==> src/rtl/sbs_pkg.sv <==
`timescale 1ns / 1ps

package sbs_pkg;

    localparam int IN_W      = 40;
    localparam int OUT_W     = 28;
    localparam int CNT_W     = 5;
    localparam int Q_W       = 32;
    localparam int RCP_SHIFT = 43;
    localparam int SPLIT     = 22;
    localparam int TAB_W     = 44;
    localparam int SCL_W     = 33 + 16;
    localparam int PP_W      = Q_W + SPLIT;
    localparam int SUM_W     = 76;

    localparam logic [OUT_W-1:0] ROOT_MAX = {OUT_W{1'b1}};
    localparam logic [Q_W:0]     Q_ONE    = {1'b1, {Q_W{1'b0}}};

    typedef struct packed {
        logic             zero;
        logic [CNT_W-1:0] cnt;
        logic [Q_W-1:0]   u;
    } item_t;

endpackage

==> src/rtl/sbs_front.sv <==
`timescale 1ns / 1ps

module sbs_front #(
    parameter int FRAC_BITS = 16
) (
    input  logic                        clk,
    input  logic                        rst_n,
    input  logic                        value_valid,
    output logic                        value_ready,
    input  logic [sbs_pkg::IN_W-1:0]    value,
    output logic                        push_valid,
    input  logic                        push_ready,
    output sbs_pkg::item_t              push_item
);

    localparam int MAX_CNT = (sbs_pkg::IN_W - FRAC_BITS + 1) / 2;

    logic                         hold_valid_reg;
    logic                         hold_valid_next;
    logic [sbs_pkg::IN_W-1:0]     value_reg;
    logic [sbs_pkg::CNT_W-1:0]    cnt;
    logic [6:0]                   shamt;
    logic [sbs_pkg::IN_W+31:0]    wide;
    logic [sbs_pkg::Q_W:0]        r;
    logic [sbs_pkg::Q_W:0]        u_full;

    assign value_ready = !hold_valid_reg || push_ready;
    assign push_valid  = hold_valid_reg;

    always_comb
    begin
        hold_valid_next = hold_valid_reg;
        if (value_valid && value_ready)
        begin
            hold_valid_next = 1'b1;
        end
        else if (push_ready)
        begin
            hold_valid_next = 1'b0;
        end
    end

    always_ff @(posedge clk or negedge rst_n)
    begin
        if (!rst_n)
        begin
            hold_valid_reg <= 1'b0;
        end
        else
        begin
            hold_valid_reg <= hold_valid_next;
        end
    end

    always_ff @(posedge clk)
    begin
        if (value_valid && value_ready)
        begin
            value_reg <= value;
        end
    end

    // The shift count is the least one that brings the operand to one or below.
    always_comb
    begin
        cnt = sbs_pkg::CNT_W'(MAX_CNT);
        for (int c = MAX_CNT; c >= 0; c--)
        begin
            if ({1'b0, value_reg} <= (41'd1 << (FRAC_BITS + 2 * c)))
            begin
                cnt = sbs_pkg::CNT_W'(c);
            end
        end
    end

    assign shamt  = 7'(FRAC_BITS) + {1'b0, cnt, 1'b0};
    assign wide   = {value_reg, 32'd0} >> shamt;
    assign r      = wide[sbs_pkg::Q_W:0];
    assign u_full = sbs_pkg::Q_ONE - r;

    always_comb
    begin
        push_item.zero = (value_reg == '0);
        push_item.cnt  = cnt;
        push_item.u    = u_full[sbs_pkg::Q_W-1:0];
    end

endmodule

==> config.mk <==
export PLATFORM = sky130hd
export DESIGN_NAME = sbs_front
export DESIGN_NICKNAME = d
export VERILOG_FILES = /design/src/rtl/sbs_pkg.sv /design/src/rtl/sbs_front.sv
export SDC_FILE = /design/constraint.sdc
export NUM_CORES = 1
export LEC_CHECK = 0
export BUFFER_PORTS_ARGS = -buffer_cell sky130_fd_sc_hd__buf_2
export CORE_MARGIN = 1.5
export CORE_UTILIZATION = 36
export DETAILED_ROUTE_END_ITERATION = 8
export GPL_TIMING_DRIVEN = 0
export RECOVER_POWER = 100
export SETUP_SLACK_MARGIN = 0.4
export SYNTH_ARGS = -nofsm -noshare
export SYNTH_HDL_FRONTEND = slang
export SYNTH_SLANG_ARGS = --single-unit
==> constraint.sdc <==
create_clock -name clk -period 7.1 [get_ports clk]
set_clock_uncertainty 0.15 [all_clocks]
set_input_delay 0.355 -clock clk [delete_from_list [all_inputs] [get_ports clk]]
set_output_delay 0.355 -clock clk [all_outputs]
set_load 0.01 [all_outputs]
; After elaboration in Yosys (flattened, before gate mapping)
; Index checks and enable logic that the tools add are counted.
[totals]
reg_bits = 41
latch_bits = 0
ram_bits = 0
mem_bits_ro = 0
output_inout_bits = 40
word_cells = 36
memories = 0
[classes]
addsub = 2
n_mul = 0
div = 0
order_cmp = 12
n_eq_ne = 0
n_shift = 1
mux = 14
bitwise = 0
reduce_logical = 5
[ops]
columns = cell, n
row1 = $shr 72x7->32, 1
row2 = $mux 5, 11
row3 = $le 40x17->1 const B, 1
row4 = $le 40x19->1 const B, 1
row5 = $le 40x21->1 const B, 1
row6 = $le 40x23->1 const B, 1
row7 = $le 40x25->1 const B, 1
row8 = $le 40x27->1 const B, 1
row9 = $le 40x29->1 const B, 1
row10 = $le 40x31->1 const B, 1
row11 = $le 40x33->1 const B, 1
row12 = $le 40x35->1 const B, 1
row13 = $le 40x37->1 const B, 1
row14 = $le 40x39->1 const B, 1
row15 = $logic_not 40->1, 1
row16 = $sub 1x32->32 const A, 1
row17 = $add 5x6->7 const A, 1
row18 = $mux 3, 1
row19 = $mux 1, 2
row20 = $reduce_bool 2->1, 1
row21 = $logic_and 1x1->1, 1
row22 = $logic_not 1->1, 1
row23 = $logic_or 1x1->1, 1

; Logic depth before layout (Yosys ltp)
[depth]
word_depth = 16
ltp_mapped = 19
ltp_nobuf = 16

; Worst setup path after synthesis
; OpenSTA, ideal clock, no wires.
[synth_path]
path_type = flip-flop to output port
from = register value_reg[15] (netlist name)
to = output push_item[28] (netlist name)
arrival_time_ps = 4710
slack_ps = 1885
path_stages_with_launch = 19
n_path_buf = 4
path_cell_list = edfxtp_1 -> buf_6 -> or4_4 -> or3_1 -> buf_2 -> o41ai_4 -> nand2_1 -> nand2_1 -> buf_2 -> mux2_2 -> mux2i_1 -> mux2i_1 -> a22o_1 -> nor3_2 -> nand4_2 -> or3b_1 -> buf_2 -> nor4b_2 -> xnor2_1
[synth_rtl]
columns = item, line
row1 = start: declaration, sbs_front.sv:20  ; logic [sbs_pkg::IN_W-1:0] value_reg;
row2 = start signal: assignment, sbs_front.sv:59  ; value_reg <= value;
row3 = end: declaration, sbs_front.sv:13  ; output sbs_pkg::item_t push_item

==> flow_metrics.tcl <==
set metrics [dict create \
    syn_area_um2 4830 \
    hold_depth 1 \
    crit_path_start_kind "flip-flop" \
    gr-total-overflow 0 \
    critPathKind "reg2out" \
    final_cells 872 \
    hold_viol 0 \
    violations "capacitance limit, slew limit" \
    largest_reg_flops 40 \
    rsz0062_at_grt "true" \
    syn_avg_cell_area_um2 8.07 \
    htree_levels 2 \
    reg2reg_depth 2 \
    finalSetupViolCount 0 \
    fin_tns_setup_ns 0 \
    dp_cells 857 \
    routedWlPerCell_um 24.8 \
    syn_inst 599 \
    hold_start "value[39]" \
    die_area_um2 14100 \
    regToRegStartpoint "push_valid$_DFFE_PN0P_" \
    yosysTopAreaCell "edfxtp_1" \
    power_density_nw_per_um2 148 \
    ys_top_cells_by_area "edfxtp_1 25%, nand3_1 5.4%, mux2i_1 4.1%" \
    switching_share 0.373 \
    finalCriticalPeriod_ns 6.65 \
    drtIter0Drc 721 \
    ys_seq_elements 41 \
    start_util 0.366 \
    hold_class "in2reg" \
    nNetsFinal 740 \
    synth_flop_cell "edfxtp_1" \
    whs_ns 0.0880 \
    tightest_slew_ns 2.45 \
    holdPathEnd "value_reg[39]$_DFFE_PP_" \
    async_flop_share 0.0244 \
    drive_gt1_frac 0.207 \
    first_global_vias 5498 \
    clk_latency_ns 0.29 \
    core_area_um2 13200 \
    maxSlewViolCount 41 \
    area_delta_synth_final_pct 17.6 \
    cts_tree "yes" \
    place_ws_ns 0.521 \
    setup_ws_ns 0.454 \
    yosysWarnings 0 \
    portBuffers 82 \
    die-width_um 119 \
    endpoint_kind "output pin" \
    path_clk_slew_ns 0.06 \
    wirelength_um 21700 \
    die_h_um 119 \
    power_leakage_nw 2.01 \
    synth-edff-count 40 \
    io_pins 84 \
    outcome "finished, violations left" \
    synth_top_area_share 0.249 \
    finalCritPeriodShare 0.936 \
    cts_buffer_depth 2 \
    grt_pass1_wl_um 32600 \
    drt_drc_violations_left 0 \
    antenna_found_initial 1 \
    ys_seq_area_frac 0.254 \
    p_switching_w 0.000314 \
    grtUsageTotal 0.302 \
    vias_per_cell 6.59 \
    seqPwrFrac 0.370 \
    combPwrFrac 0.370 \
    grt_max_degree 41 \
    num_antenna_cells 0 \
    dp_hpwl_um 16400 \
    synth_cell_types 83 \
    max_freq_mhz 150 \
    drtPass1Iterations 5 \
    rr_endpoint "value_reg[2]$_DFFE_PP_" \
    clkPwrFrac 0.260 \
    max_slew_margin -0.633 \
    row_count 42 \
    arrival_ns 6.14 \
    synthTopCellsByCount "52 x nand3_1, 44 x nor2_1, 40 x edfxtp_1, 36 x nand2_1, 36 x o21ai_0" \
    cap_violations 1 \
    cts_root_buf "clkbuf_16" \
    n_fill_cell 1414 \
    synth_most_common_cell "nand3_1" \
    clock_sinks 41 \
    internal_power_w 0.000528 \
    ir_drop_mv 0.138 \
    synth_nets 644 \
    cts_buffers 5 \
    gp_congestion 0.958 \
    crit_fanout 10 \
    routed-via-count 5749 \
    postRouteAntennaNets 0 \
    critical_path_required_ns 6.59 \
    rrSetupSlack_ns 4.22 \
]
## worst max-delay path, cell delays in order, from the launching register on
cell and delay, ns:
edfxtp_1 0.50, or4_1 0.61, nor4_1 0.62, nand2_1 0.45, nor2_8 0.32, o21bai_1 0.20, buf_2 0.32, nor3_1 0.28
nor3_1 0.09, a21oi_1 0.47, o21ai_0 0.33, nor4_2 0.51, or3b_1 0.38, buf_2 0.17, nor4b_2 0.28, xnor2_1 0.15
buf_2 0.15
## cell families (layout without fill, tap and decap cells)
| kind of cell | count (synthesis) | after routing | synth area share |
|---|---|---|---|
| adders and majority gates | 1 | 1 | 0.00259 |
| xor gates and xnor gates | 30 | 30 | 0.0544 |
| muxes | 32 | 32 | 0.0740 |
| AOI/OAI and AO/OA | 189 | 189 | 0.275 |
| and+or+nand+nor | 248 | 248 | 0.284 |
| buffers and inverters | 57 | 154 | 0.0549 |
| other | 1 | 1 | 0.000776 |
| DFF | 41 | 41 | 0.254 |
## final cells by class
| class | count | area [um^2] | area share |
|---|---|---|---|
| clock inverters | 2 | 10.0 | 0.00176 |
| clock buffers | 6 | 129 | 0.0227 |
| plain buffers | 49 | 236 | 0.0416 |
| well taps | 176 | 220 | 0.0387 |
| repair buffers | 89 | 439 | 0.0773 |
| multi-input cells | 501 | 3390 | 0.597 |
| inverters | 8 | 30.0 | 0.00528 |
| flip-flops and latches | 41 | 1230 | 0.216 |
## routing by layer
metal,track usage,wire [um],up-vias,share of wire
met4,0.136,1070,0,0.049
li1,-,-,2537,-
met3,0.0642,2280,93,0.11
met5,0,0,-,0
met1,0.405,8910,2697,0.41
met2,0.469,9390,422,0.43
## cells in the final DEF (no fill, tap or decap), types with 20 or more instances in the layout
master / n
edfxtp_1: 40
o211ai_1: 20
mux2i_1: 20
nand3_1: 52
clkbuf_1: 47
a21oi_1: 33
xnor2_1: 22
nand2_1: 35
nor2_1: 44
buf_2: 74
nor3_1: 22
o21ai_0: 36
## power by group through the flow
| stage | clock network [W] | registers (W) | logic (W) |
|---|---|---|---|
| floorplan | 0 | 0.000300 | 0.000200 |
| global placement | 0 | 0.000313 | 0.000302 |
| detailed placement | 0 | 0.000313 | 0.000303 |
| CTS | 0.000222 | 0.000308 | 0.000305 |
| global route | 0.000233 | 0.000312 | 0.000333 |
| finish | 0.000219 | 0.000312 | 0.000311 |
## through the flow
stage	util	total power, W	instance area, um^2
after detailed placement	0.414	0.000616	5470
after floorplan	-	0.000500	4830
final	0.431	0.000841	5680
after CTS	0.426	0.000835	5630
after global routing	0.431	0.000878	5680
after global placement	0.414	0.000615	5460
## repair_timing
item / 4_1_cts / 5_1_grt
setup endpoints to repair: 12 / 16
endpoints found under the hold margin: 1 / 0
pin swaps: 0 / 3
hold buffers: 1 / 0
buffers inserted: 0 / 6
gates resized for setup: 2 / 14
## worst max path at each step
stage                                        from            end  cells after the start
after global placement     value_reg[8]$_DFFE_PP_  push_item[28]                     18
after detailed placement   value_reg[8]$_DFFE_PP_  push_item[28]                     18
after global routing      value_reg[39]$_DFFE_PP_  push_item[31]                     16
final                     value_reg[39]$_DFFE_PP_  push_item[28]                     16
after CTS                  value_reg[5]$_DFFE_PP_  push_item[28]                     18
after floorplan           value_reg[15]$_DFFE_PP_  push_item[28]                     18
No activity file was read; power rests on OpenSTA's default activity.
