### src/rtl/sbs_pkg.sv
`timescale 1ns / 1ps

package sbs_pkg;

    localparam int IN_W      = 40;
    localparam int OUT_W     = 28;
    localparam int CNT_W     = 5;
    localparam int Q_W       = 32;
    localparam int RCP_SHIFT = 43;
    localparam int SPLIT     = 22;
    localparam int TAB_W     = 44;
    localparam int SCL_W     = 33 + 16;
    localparam int PP_W      = Q_W + SPLIT;
    localparam int SUM_W     = 76;

    localparam logic [OUT_W-1:0] ROOT_MAX = {OUT_W{1'b1}};
    localparam logic [Q_W:0]     Q_ONE    = {1'b1, {Q_W{1'b0}}};

    typedef struct packed {
        logic             zero;
        logic [CNT_W-1:0] cnt;
        logic [Q_W-1:0]   u;
    } item_t;

endpackage

### src/rtl/sbs_queue.sv
`timescale 1ns / 1ps

module sbs_queue (
    input  logic            clk,
    input  logic            rst_n,
    input  logic            push_valid,
    output logic            push_ready,
    input  sbs_pkg::item_t  push_item,
    output logic            pop_valid,
    input  logic            pop_ready,
    output sbs_pkg::item_t  pop_item
);

    sbs_pkg::item_t entry_reg [2];
    logic           wr_ptr_reg;
    logic           wr_ptr_next;
    logic           rd_ptr_reg;
    logic           rd_ptr_next;
    logic [1:0]     count_reg;
    logic [1:0]     count_next;
    logic           do_push;
    logic           do_pop;

    assign push_ready = (count_reg != 2'd2);
    assign pop_valid  = (count_reg != 2'd0);
    assign pop_item   = entry_reg[rd_ptr_reg];
    assign do_push    = push_valid && push_ready;
    assign do_pop     = pop_valid && pop_ready;

    always_comb
    begin
        wr_ptr_next = do_push ? !wr_ptr_reg : wr_ptr_reg;
        rd_ptr_next = do_pop ? !rd_ptr_reg : rd_ptr_reg;
        count_next  = count_reg;
        if (do_push && !do_pop)
        begin
            count_next = count_reg + 2'd1;
        end
        else if (do_pop && !do_push)
        begin
            count_next = count_reg - 2'd1;
        end
    end

    always_ff @(posedge clk or negedge rst_n)
    begin
        if (!rst_n)
        begin
            wr_ptr_reg <= 1'b0;
            rd_ptr_reg <= 1'b0;
            count_reg  <= 2'd0;
        end
        else
        begin
            wr_ptr_reg <= wr_ptr_next;
            rd_ptr_reg <= rd_ptr_next;
            count_reg  <= count_next;
        end
    end

    always_ff @(posedge clk)
    begin
        if (do_push)
        begin
            entry_reg[wr_ptr_reg] <= push_item;
        end
    end

endmodule

### config.mk
export PLATFORM = sky130hd
export DESIGN_NAME = sbs_queue
export DESIGN_NICKNAME = d
export VERILOG_FILES = /design/src/rtl/sbs_pkg.sv /design/src/rtl/sbs_queue.sv
export SDC_FILE = /design/constraint.sdc
export NUM_CORES = 1
export LEC_CHECK = 0
export CORE_UTILIZATION = 61
export DETAILED_ROUTE_END_ITERATION = 8
export DONT_BUFFER_PORTS = 1
export PLACE_DENSITY = 0.85
export SYNTH_ARGS = -nofsm -noshare
export SYNTH_HDL_FRONTEND = slang
export SYNTH_SLANG_ARGS = --single-unit
### constraint.sdc
create_clock -name clk -period 3.2 [get_ports clk]
set_input_delay 0.32 -clock clk [delete_from_list [all_inputs] [get_ports clk]]
set_output_delay 0.32 -clock clk [all_outputs]
set_load 0.005 [all_outputs]
# Word-level counts from Yosys, hierarchy flattened
# Memory sizes are Yosys's and may differ from the RTL's.
# Cells that the tools add are included.
op_classes:
  addsub: 2
  n_eq_ne: 1
  mux: 4
  n_reduce_logical: 10
op_table:
  columns: ["cell", "n"]
  rows:
  - ["$logic_and 1x1->1", 4]
  - ["$logic_not 1->1", 4]
  - ["$mux 2", 2]
  - ["$reduce_bool 2->1", 2]
  - ["$add 2x1->2 const B", 1]
  - ["$mux 1", 2]
  - ["$ne 2x2->1 const B", 1]
  - ["$sub 2x1->2 const B", 1]
word_totals:
  reg_bits: 4
  ram_bits: 76
  output_inout_bits: 40
  elab_cells: 21
  mem_count: 1
mem_list:
  columns: ["memory", "words", "word_bits", "read_ports", "rd_ports_with_merged_regs", "wr", "line", "rtl"]
  rows:
  - ["entry_reg", 2, 38, 1, 0, 1, "sbs_queue.sv:14", "sbs_pkg::item_t entry_reg [2];"]

# Longest topological paths before layout
# Gate-level depths: netlist of run 1.
logic_depth:
  ltp_word: 6
  ltp_mapped: 7

# Least setup slack after synthesis of run 1
# Ideal clock, no wire load.
synth_path:
  path_type: "register -> register"
  start: "register count_reg[0]"
  end: "memory entry_reg[0][0] (netlist bit), enable pin"
  arrival_ns: 2.252
  slack_ns: 0.515
  stages_incl_launch_ff: 4
  period_less_slack_ns: 2.685
  path_cell_list: "dfrtp_1 -> nand2b_1 -> nand2_1 -> nor2_1"
synth_between:
  elab_chain_cells: 4
synth_lines:
  columns: ["element", "line", "rtl"]
  rows:
  - ["start, declared", "sbs_queue.sv:19", "logic [1:0] count_reg;"]
  - ["start signal, assigned", "sbs_queue.sv:57", "count_reg <= count_next;"]
  - ["$ne 2x2->1", "sbs_queue.sv:24", "assign push_ready = (count_reg != 2'd2);"]
  - ["via push_ready", "sbs_queue.sv:7", "output logic push_ready,"]
  - ["$logic_and 1x1->1", "sbs_queue.sv:27", "assign do_push = push_valid && push_ready;"]
  - ["$mux 1", "sbs_queue.sv:63", "if (do_push)"]
  - ["$mux 1 (not written as such)", "sbs_queue.sv:65", "entry_reg[wr_ptr_reg] <= push_item;"]
  - ["end, declared", "sbs_queue.sv:14", null]
# The timed path passes the listed nets, and every way through them passes these cells.

==> results.toml, run 1 <==
[outcome]
status = "complete, no violations"

[setup_path]
regToRegSetupSlack_ns = 1.28
criticalPathCategory = "reg2out"
worst-path-buf-inv = 0
reg2reg_depth = 4
cp_max_fo = 39
path_cells = "mux2_2"
slowest_stage = "dfrtp_2"
critPathTopFamily = "flip-flops"
worst-path-stages = 1
arrival_ns = 1.76
end_kind = "primary output"
slowest_delay_ns = 0.97
startpoint = "rd_ptr_reg"
crit_path_start_kind = "flop"
r2r_end = "entry_reg[0][6]"
required_ns = 2.88
worstSetupEndpoint = "pop_item[2]"
r2r_start = "count_reg[0]"

[cts]
clk_pin_slew_ns = 0.08
cts-root-to-sink-buffers = 2
clock_latency_ns = 0.33
numCtsBuffers = 9
htreeDepth = 3
post_cts_buffers = 0
hold_buffers = 1
root_buffer = "clkbuf_8"
post_cts_resize_count = 0
clock-sinks = 80
cts_tree = "yes"

[placed_design]
io_buffers = 0
place_congestion = 0.6482

[sta]
fmax_ghz = 0.4803
hold_viol_final = 0
setup-violations-final = 0
rsz0062_at_grt = "false"
skew_ns = 0.005871
period_minus_slack_ns = 2.082
worstMarginPinSlew_ns = 0.9146
slew_headroom_pct = 39.03
final-max-slew-violation-count = 0
setup_tns_ns = 0
fin_crit_sh_pct = 65.07
whs_ns = 0.07798

[power_and_ir_drop]
p_clk_share_pct = 23.6
p_per_area_nw_per_um2 = 897.5
ir_worst_vdd_uv = 687.7
seqPwrFrac_pct = 55.2
comb_power_share_pct = 21.2
p_sw_share_pct = 27.13
intPower_mw = 2.119
switchingPower_uw = 788.9
power_leakage_nw = 1.095

[hold_path]
hold_depth = 0
min_path_type = "in2reg"

[global_routing]
antenna_found_initial = 0
grt_pass1_vias = 1283
grt_usage_pct = 18.18
overflow = 0
grt_max_degree = 40
grt_pass1_wl_um = 6458

[flow_run]
cap_violations = 0

[synth]
yosys_warnings = 0
synth_seq_cells = 80
yosysSeqAreaShare_pct = 79.87
synth_cell_types = 16
syn_nets = 179
synth_top_area_cell = "edfxtp_1"
mappedNetlistArea_um2 = 2983
synth_cells = 136
yosysTopAreaCellShare_pct = 76.51
synth_area_leaders = "edfxtp_1, mux2_2, mux2_4, dfrtp_1, xnor2_1"
avgSynthCellArea_um2 = 21.93

[layout]
syn2layout_area_growth_pct = 8.641
nets = 188
largest_reg_flops = 76
drive_gt1_share_pct = 38.00
diodes = 0

[routing]
drc = 0
first_pass_iters = 4
via_per_inst = 5.645
ant_nets = 0
drt_iter0_markers = 103
num_vias = 1225
routed_wl_um = 4332
wl_per_cell_um = 19.96

[floorplanning]
core_um2 = 4723
die_x_um = 71.93
initial_utilization_pct = 63.15
die_y_um = 71.93
num_rows = 25
pin_count = 82
die_area_um2 = 5174
routing by layer:
| layer | track usage, % | vias to the layer above | share of wire (%) |
|---|---|---|---|
| met2 | 29.25 | 60 | 52 |
| met1 | 19.58 | 605 | 37 |
| met4 | 13.07 | 0 | 3.5 |
| met5 | 0 | - | 0 |
| met3 | 7.361 | 14 | 7.3 |
| li1 | - | 546 | - |
stage by stage:
| stage | cells | setup WS (ns) | utilization [%] | area, um2 | total power, mW |
|---|---|---|---|---|---|
| 2_1_floorplan | 136 | 0.5149 | - | 2983 | 2.149 |
| 3_3_place_gp | 200 | 1.378 | 64.42 | 3043 | 2.212 |
| 3_5_place_dp | 200 | 1.296 | 64.42 | 3043 | 2.260 |
| 4_1_cts | 217 | 1.081 | 68.61 | 3241 | 2.937 |
| 5_1_grt | 217 | 1.025 | 68.61 | 3241 | 3.044 |
| 6_report | 217 | 1.118 | 68.61 | 3241 | 2.908 |
worst register-to-register path: stages, from the launching register on:
cell and delay [ns]:
dfrtp_1 0.41, nand2b_1 0.18, nand2_1 0.16, nor2_4 0.46, buf_4 0.38
cell type report:
type | count | area, um2
inverters | 1 | 3.754
clock inverters | 6 | 60.06
repair buffers | 2 | 17.52
fillers | 294 | 1483
well taps | 67 | 83.83
multi-input cells | 51 | 564.3
flip-flops and latches | 80 | 2384
clock buffers | 10 | 127.6
Yosys cell counts (all sizes together):
| cell | number |
|---|---|
| inv | 1 |
| nor2 | 2 |
| xor2 | 2 |
| or2 | 1 |
| mux2 | 38 |
| xnor2 | 3 |
| buf | 4 |
| ha | 1 |
| nand2 | 2 |
| and3 | 1 |
| edfxtp | 76 |
| nand2b | 1 |
| dfrtp | 4 |
cell usage in the layout, fill, tap and decap left out:
master / n
edfxtp_1: 76
mux2_2: 28
mux2_4: 10
clkbuf_8: 9
xnor2_1: 3
clkinv_2: 3
dfrtp_1: 3
nand2_1: 2
xor2_1: 2
clkinvlp_4: 2
nand2b_1: 1
inv_1: 1
or2_1: 1
and3_2: 1
nor2_4: 1
nor2_1: 1
ha_1: 1
bufinv_16: 1
clkbuf_1: 1
dlygate4sd3_1: 1
buf_4: 1
dfrtp_2: 1
cell families after synthesis:
logic type                 share of synthesized area, %
xor gates and xnor gates                          1.468
muxes                                             15.60
and+or+nand+nor                                   1.133
adders and majority gates                        0.4194
DFF                                               79.87
buffers and inverters                             1.510
power groups by stage:
stage          Clock [mW]  Combinational [mW]  Sequential, mW
2_1_floorplan           0               0.634            1.51
3_3_place_gp            0               0.600            1.61
3_5_place_dp            0               0.623            1.64
4_1_cts             0.692               0.628            1.62
5_1_grt             0.735               0.671            1.64
6_report            0.686               0.616            1.61
worst min-delay path by stage:
stage | from | to | slack, ns
after detailed placement | rst_n | count_reg[1] | 0.02
after CTS | push_item[5] | entry_reg[1][5] | 0.07
after global routing | push_item[30] | entry_reg[1][30] | 0.05
after floorplan | rst_n | count_reg[0] | 0.02
final | push_item[15] | entry_reg[0][15] | 0.08
after global placement | rst_n | count_reg[1] | 0.02
Note: power is estimated with default switching activity, not from simulation.
==> run 2: changes to the inputs <==
--- a/config.mk
+++ b/config.mk
@@ -5,6 +5,7 @@
 export SDC_FILE = /design/constraint.sdc
 export NUM_CORES = 1
 export LEC_CHECK = 0
+export ABC_AREA = 1
 export CORE_UTILIZATION = 61
 export DETAILED_ROUTE_END_ITERATION = 8
 export DONT_BUFFER_PORTS = 1
==> constraint.sdc (replaced) <==
create_clock -name clk -period 2 [get_ports clk]
set_input_delay 0.2 -clock clk [delete_from_list [all_inputs] [get_ports clk]]
set_output_delay 0.2 -clock clk [all_outputs]
set_load 0.005 [all_outputs]
==> results.toml, run 2 <==
[setup_path]
slowest_delay_ns = 0.50
r2r_end = "count_reg[1]"
path_cells = "inv_2 -> nand2_1 -> nand2_1"
slowest_stage = "inv_2"
crit_path_frequent_cell = "nand2_1"
cp_max_fo = 39
required_ns = 1.80
crit_path_start_kind = "flop"
arrival_ns = 1.51
reg2reg_depth = 9
end_kind = "primary output"
r2r_start = "count_reg[0]"
regToRegSetupSlack_ns = 0.41
criticalPathCategory = "reg2out"

[cts]
htreeDepth = 3
cts_tree = "yes"
clock_latency_ns = 0.34
hold_buffers = 40
numCtsBuffers = 9
clock-sinks = 80
cts-root-to-sink-buffers = 2
post_cts_resize_count = 0
root_buffer = "clkbuf_8"
post_cts_buffers = 0
clk_pin_slew_ns = 0.07

[routing]
ant_nets = 0
wl_per_cell_um = 15.50
num_vias = 1774
via_per_inst = 5.142
drt_iter0_markers = 100
drc = 0
routed_wl_um = 5348
first_pass_iters = 4

[synth]
yosysSeqAreaShare_pct = 80.07
yosys_warnings = 0
synth_cells = 227
synth_edf_count = 76
synth_seq_cells = 80
synth_top_area_cell = "edfxtp_1"
syn_nets = 270
synth.most_common_cell = "nand2_1"
yosysTopAreaCellShare_pct = 76.70
async_flop_share_pct = 5.000
avgSynthCellArea_um2 = 13.11
synthFlopType = "edfxtp_1"
synth_area_leaders = "edfxtp_1, nand2_1, dfrtp_1, buf_2, buf_4"
synth_cell_types = 13
mappedNetlistArea_um2 = 2975
synth_common_cells = "nand2_1, edfxtp_1, inv_1"

[placed_design]
io_buffers = 0
place_congestion = 0.6622
place_area_um2 = 3074
place_inst = 289
place_hpwl_um = 2652

[power_and_ir_drop]
power_leakage_nw = 1.480
comb_power_share_pct = 25.7
p_clk_share_pct = 26.8
seqPwrFrac_pct = 47.5
power_mw = 5.061
intPower_mw = 3.478
p_per_area_nw_per_um2 = 1365
p_sw_share_pct = 31.27
ir_worst_vdd_uv = 873.3
switchingPower_mw = 1.582

[sta]
setup-violations-final = 0
fmax_ghz = 0.5852
slew_headroom_pct = 55.00
period_minus_slack_ns = 1.709
hold_viol_final = 0
whs_ns = 0.05868
fin_crit_sh_pct = 85.44
final-max-slew-violation-count = 0
worstMarginPinSlew_ns = 0.6741
skew_ns = 0.01047
rsz0062_at_grt = "false"

[global_routing]
grt_usage_pct = 22.37
grt_pass1_vias = 1758
antenna_found_initial = 0
grt_pass1_wl_um = 8059
overflow = 0
grt_max_degree = 40

[floorplanning]
initial_utilization_pct = 62.99
die_x_um = 71.84
num_rows = 25
die_area_um2 = 5161
die_y_um = 71.84
core_um2 = 4723
pin_count = 82

[layout]
final_common_cell = "nand2_1"
fin_cells = 345
drive_gt1_share_pct = 6.835
nets = 316
final_cell_mix = "nand2_1, edfxtp_1, dlygate4sd3_1"
fin_area_um2 = 3709
largest_reg_flops = 76
syn2layout_area_growth_pct = 24.64
n_fill_cell = 271
diodes = 0

[hold_path]
hold_depth = 3
min_to = "rd_ptr_reg"
min_from = "pop_ready"
min_path_type = "in2reg"

[outcome]
status = "complete, no violations"

[flow_run]
cap_violations = 0
run 2: changes by cell type after synthesis, moves of 2 or more:
cell / delta
buf_2: +5
inv_1: +5
mux2_2: -28
mux2_4: -10
nand2_1: +122
nand3_1: +2
xnor2_1: -2
run 2: kinds of logic (layout without fill, tap and decap cells):
kind of cell	after synthesis	after routing	share of synthesized area [%]
flip-flops	80	80	80.07
AND/OR/NAND/NOR	129	129	16.44
buffers and inverters	15	66	2.481
adder cells (fa/ha/maj)	1	1	0.4205
XOR/XNOR	2	2	0.5888
run 2: critical path, delay by kind of cell, from the launching register on:
kind | cells | cell delay (ns)
DFF | 1 | 0.39
and+or+nand+nor | 2 | 0.27
buffers and inverters | 1 | 0.50
run 2: power by group through the flow:
stage | clock network (mW) | registers, mW | logic, mW
5_1_grt | 1.45 | 2.44 | 1.45
3_3_place_gp | 0 | 2.41 | 1.19
4_1_cts | 1.38 | 2.39 | 1.30
3_5_place_dp | 0 | 2.43 | 1.21
6_report | 1.36 | 2.40 | 1.30
2_1_floorplan | 0 | 2.42 | 0.939
run 2: worst max-delay path by stage:
stage | from | to | slack [ns] | cells after the start
finish | rd_ptr_reg | pop_item[21] | 0.29 | 3
global route | rd_ptr_reg | pop_item[35] | 0.17 | 3
CTS | rd_ptr_reg | pop_item[37] | 0.27 | 3
detailed placement | count_reg[0] | count_reg[1] | 0.42 | 9
global placement | count_reg[0] | count_reg[1] | 0.49 | 9
floorplan | count_reg[0] | entry_reg[0][0] | -0.05 | 4
run 2: layer usage:
layer / vias to the layer above / global-route usage [%] / wire length, um
met5: - / 0 / 0
met4: 0 / 11.55 / 69
met3: 8 / 8.861 / 411
met2: 72 / 38.36 / 2918
met1: 847 / 23.91 / 1948
li1: 847 / - / -
run 2: per-stage QoR:
step           utilization (%)  TNS, ns  setup slack, ns
2_1_floorplan                -   -3.728         -0.04905
4_1_cts                  78.52        0           0.2736
6_report                 78.52        0           0.2912
3_3_place_gp             65.09        0           0.4874
5_1_grt                  78.52        0           0.1714
3_5_place_dp             65.09        0           0.4178
run 2: layout make-up:
cell class / instances / area [um2] / share of cell area, %
clock buffer: 9 / 123.9 / 3.340
clock inverter: 7 / 110.1 / 2.969
inverter: 7 / 26.28 / 0.7085
multi-input combinational: 132 / 534.3 / 14.41
sequential: 80 / 2382 / 64.24
tap: 67 / 83.83 / 2.260
timing repair buffer: 43 / 447.9 / 12.08
==> run 3: changes to the inputs <==
--- a/config.mk
+++ b/config.mk
@@ -6,6 +6,7 @@
 export NUM_CORES = 1
 export LEC_CHECK = 0
 export ABC_AREA = 1
+export CORE_ASPECT_RATIO = 0.5
 export CORE_UTILIZATION = 61
 export DETAILED_ROUTE_END_ITERATION = 8
 export DONT_BUFFER_PORTS = 1
==> results.toml, run 3 (synthesis results as in run 2) <==
[layout]
final_common_cell = "nand2_1"
fin_area_um2 = 3674
syn2layout_area_growth_pct = 23.46
n_fill_cell = 261
fin_cells = 343
nets = 315
drive_gt1_share_pct = 7.581
final_cell_mix = "nand2_1, edfxtp_1, dlygate4sd3_1"
largest_reg_flops = 76
fin_util_pct = 81.08
diodes = 0

[global_routing]
grt_pass1_vias = 1737
grt_max_degree = 40
antenna_found_initial = 0
overflow = 0
grt_usage_pct = 21.74
grt_pass1_wl_um = 7997

[placed_design]
place_hpwl_um = 2982
place_inst = 288
place_congestion = 0.5826
io_buffers = 0
place_area_um2 = 3073
post-place-ws_ns = 0.4106

[sta]
slew_headroom_pct = 56.87
setup-violations-final = 0
setup_tns_ns = 0
rsz0062_at_grt = "false"
fmax_ghz = 0.5952
skew_ns = 0.003707
fin_crit_sh_pct = 84.01
whs_ns = 0.01106
hold_viol_final = 0
period_minus_slack_ns = 1.680
worstMarginPinSlew_ns = 0.6460
fin_ws_ns = 0.3198
final-max-slew-violation-count = 0

[outcome]
status = "complete, no violations"

[power_and_ir_drop]
ir_worst_vdd_uv = 1118
p_per_area_nw_per_um2 = 1338
power_leakage_nw = 1.466
comb_power_share_pct = 26.0
p_sw_share_pct = 31.84
p_clk_share_pct = 25.2
seqPwrFrac_pct = 48.9
switchingPower_mw = 1.565
intPower_mw = 3.351
power_mw = 4.916

[floorplanning]
pin_count = 82
initial_utilization_pct = 65.67
die_y_um = 51.39
num_rows = 17
die_area_um2 = 5178
core_um2 = 4531
die_x_um = 100.8

[setup_path]
crit_path_start_kind = "flop"
slowest_stage = "inv_2"
slowest_delay_ns = 0.48
arrival_ns = 1.48
required_ns = 1.80
end_kind = "primary output"
crit_path_frequent_cell = "nand2_1"
reg2reg_depth = 9
criticalPathCategory = "reg2out"
cp_max_fo = 39
path_cells = "inv_2 -> nand2_1 -> nand2_1"

[cts]
post_cts_resize_count = 0
root_buffer = "clkbuf_8"
clk_pin_slew_ns = 0.07
numCtsBuffers = 9
clock-sinks = 80
cts-root-to-sink-buffers = 2
post_cts_buffers = 0
clock_latency_ns = 0.34
hold_buffers = 39
cts_tree = "yes"
htreeDepth = 3

[routing]
wl_per_cell_um = 15.15
via_per_inst = 5.035
drt_iter0_markers = 94
ant_nets = 0
num_vias = 1727
drc = 0
routed_wl_um = 5197
first_pass_iters = 4

[hold_path]
min_path_type = "in2reg"
hold_depth = 2

[flow_run]
cap_violations = 0
## run 3: cell types whose count changed in the layout (fill, tap and decap cells not counted), sizes merged
cell	change
bufinv	-1
dlygate4sd3	-1
clkinvlp	+1
## run 3: final timing paths
path / to / slack, ns / start
min in group asynchronous: count_reg[0] / 0.13 / rst_n
hold reg to reg: count_reg[0] / 0.50 / count_reg[0]
setup reg to reg: count_reg[1] / 0.41 / count_reg[0]
max in group asynchronous: count_reg[1] / 1.71 / rst_n
setup / recovery: pop_item[18] / 0.32 / rd_ptr_reg
hold / removal: rd_ptr_reg / 0.01 / pop_ready
## run 3: critical path: cells and delay by family, from the launching register on
family                 cells  cell delay (ns)
flip-flops                 1             0.39
AND/OR/NAND/NOR            2             0.27
buffers and inverters      1             0.48
## run 3: metal layers
metal / GRT usage, % / vias up / part of all wire (%)
li1: - / 845 / -
met1: 23.97 / 827 / 40
met2: 39.16 / 49 / 53
met3: 7.798 / 6 / 6.0
met4: 8.696 / 0 / 0.79
met5: 0 / - / 0
## run 3: power by group through the flow
stage / Sequential (mW) / Combinational (mW) / Clock (mW)
floorplan: 2.42 / 0.939 / 0
global placement: 2.42 / 1.18 / 0
detailed placement: 2.44 / 1.22 / 0
CTS: 2.40 / 1.30 / 1.26
global route: 2.44 / 1.45 / 1.33
finish: 2.40 / 1.28 / 1.24
## run 3: final cells by class
| class | count | area [um2] | share of cell area [%] |
|---|---|---|---|
| clock inverter | 7 | 86.33 | 2.350 |
| inverter | 7 | 26.28 | 0.7153 |
| clock buffer | 9 | 123.9 | 3.372 |
| tap | 66 | 82.58 | 2.248 |
| multi-input combinational | 132 | 534.3 | 14.54 |
| sequential | 80 | 2382 | 64.85 |
| timing repair buffer | 42 | 437.9 | 11.92 |
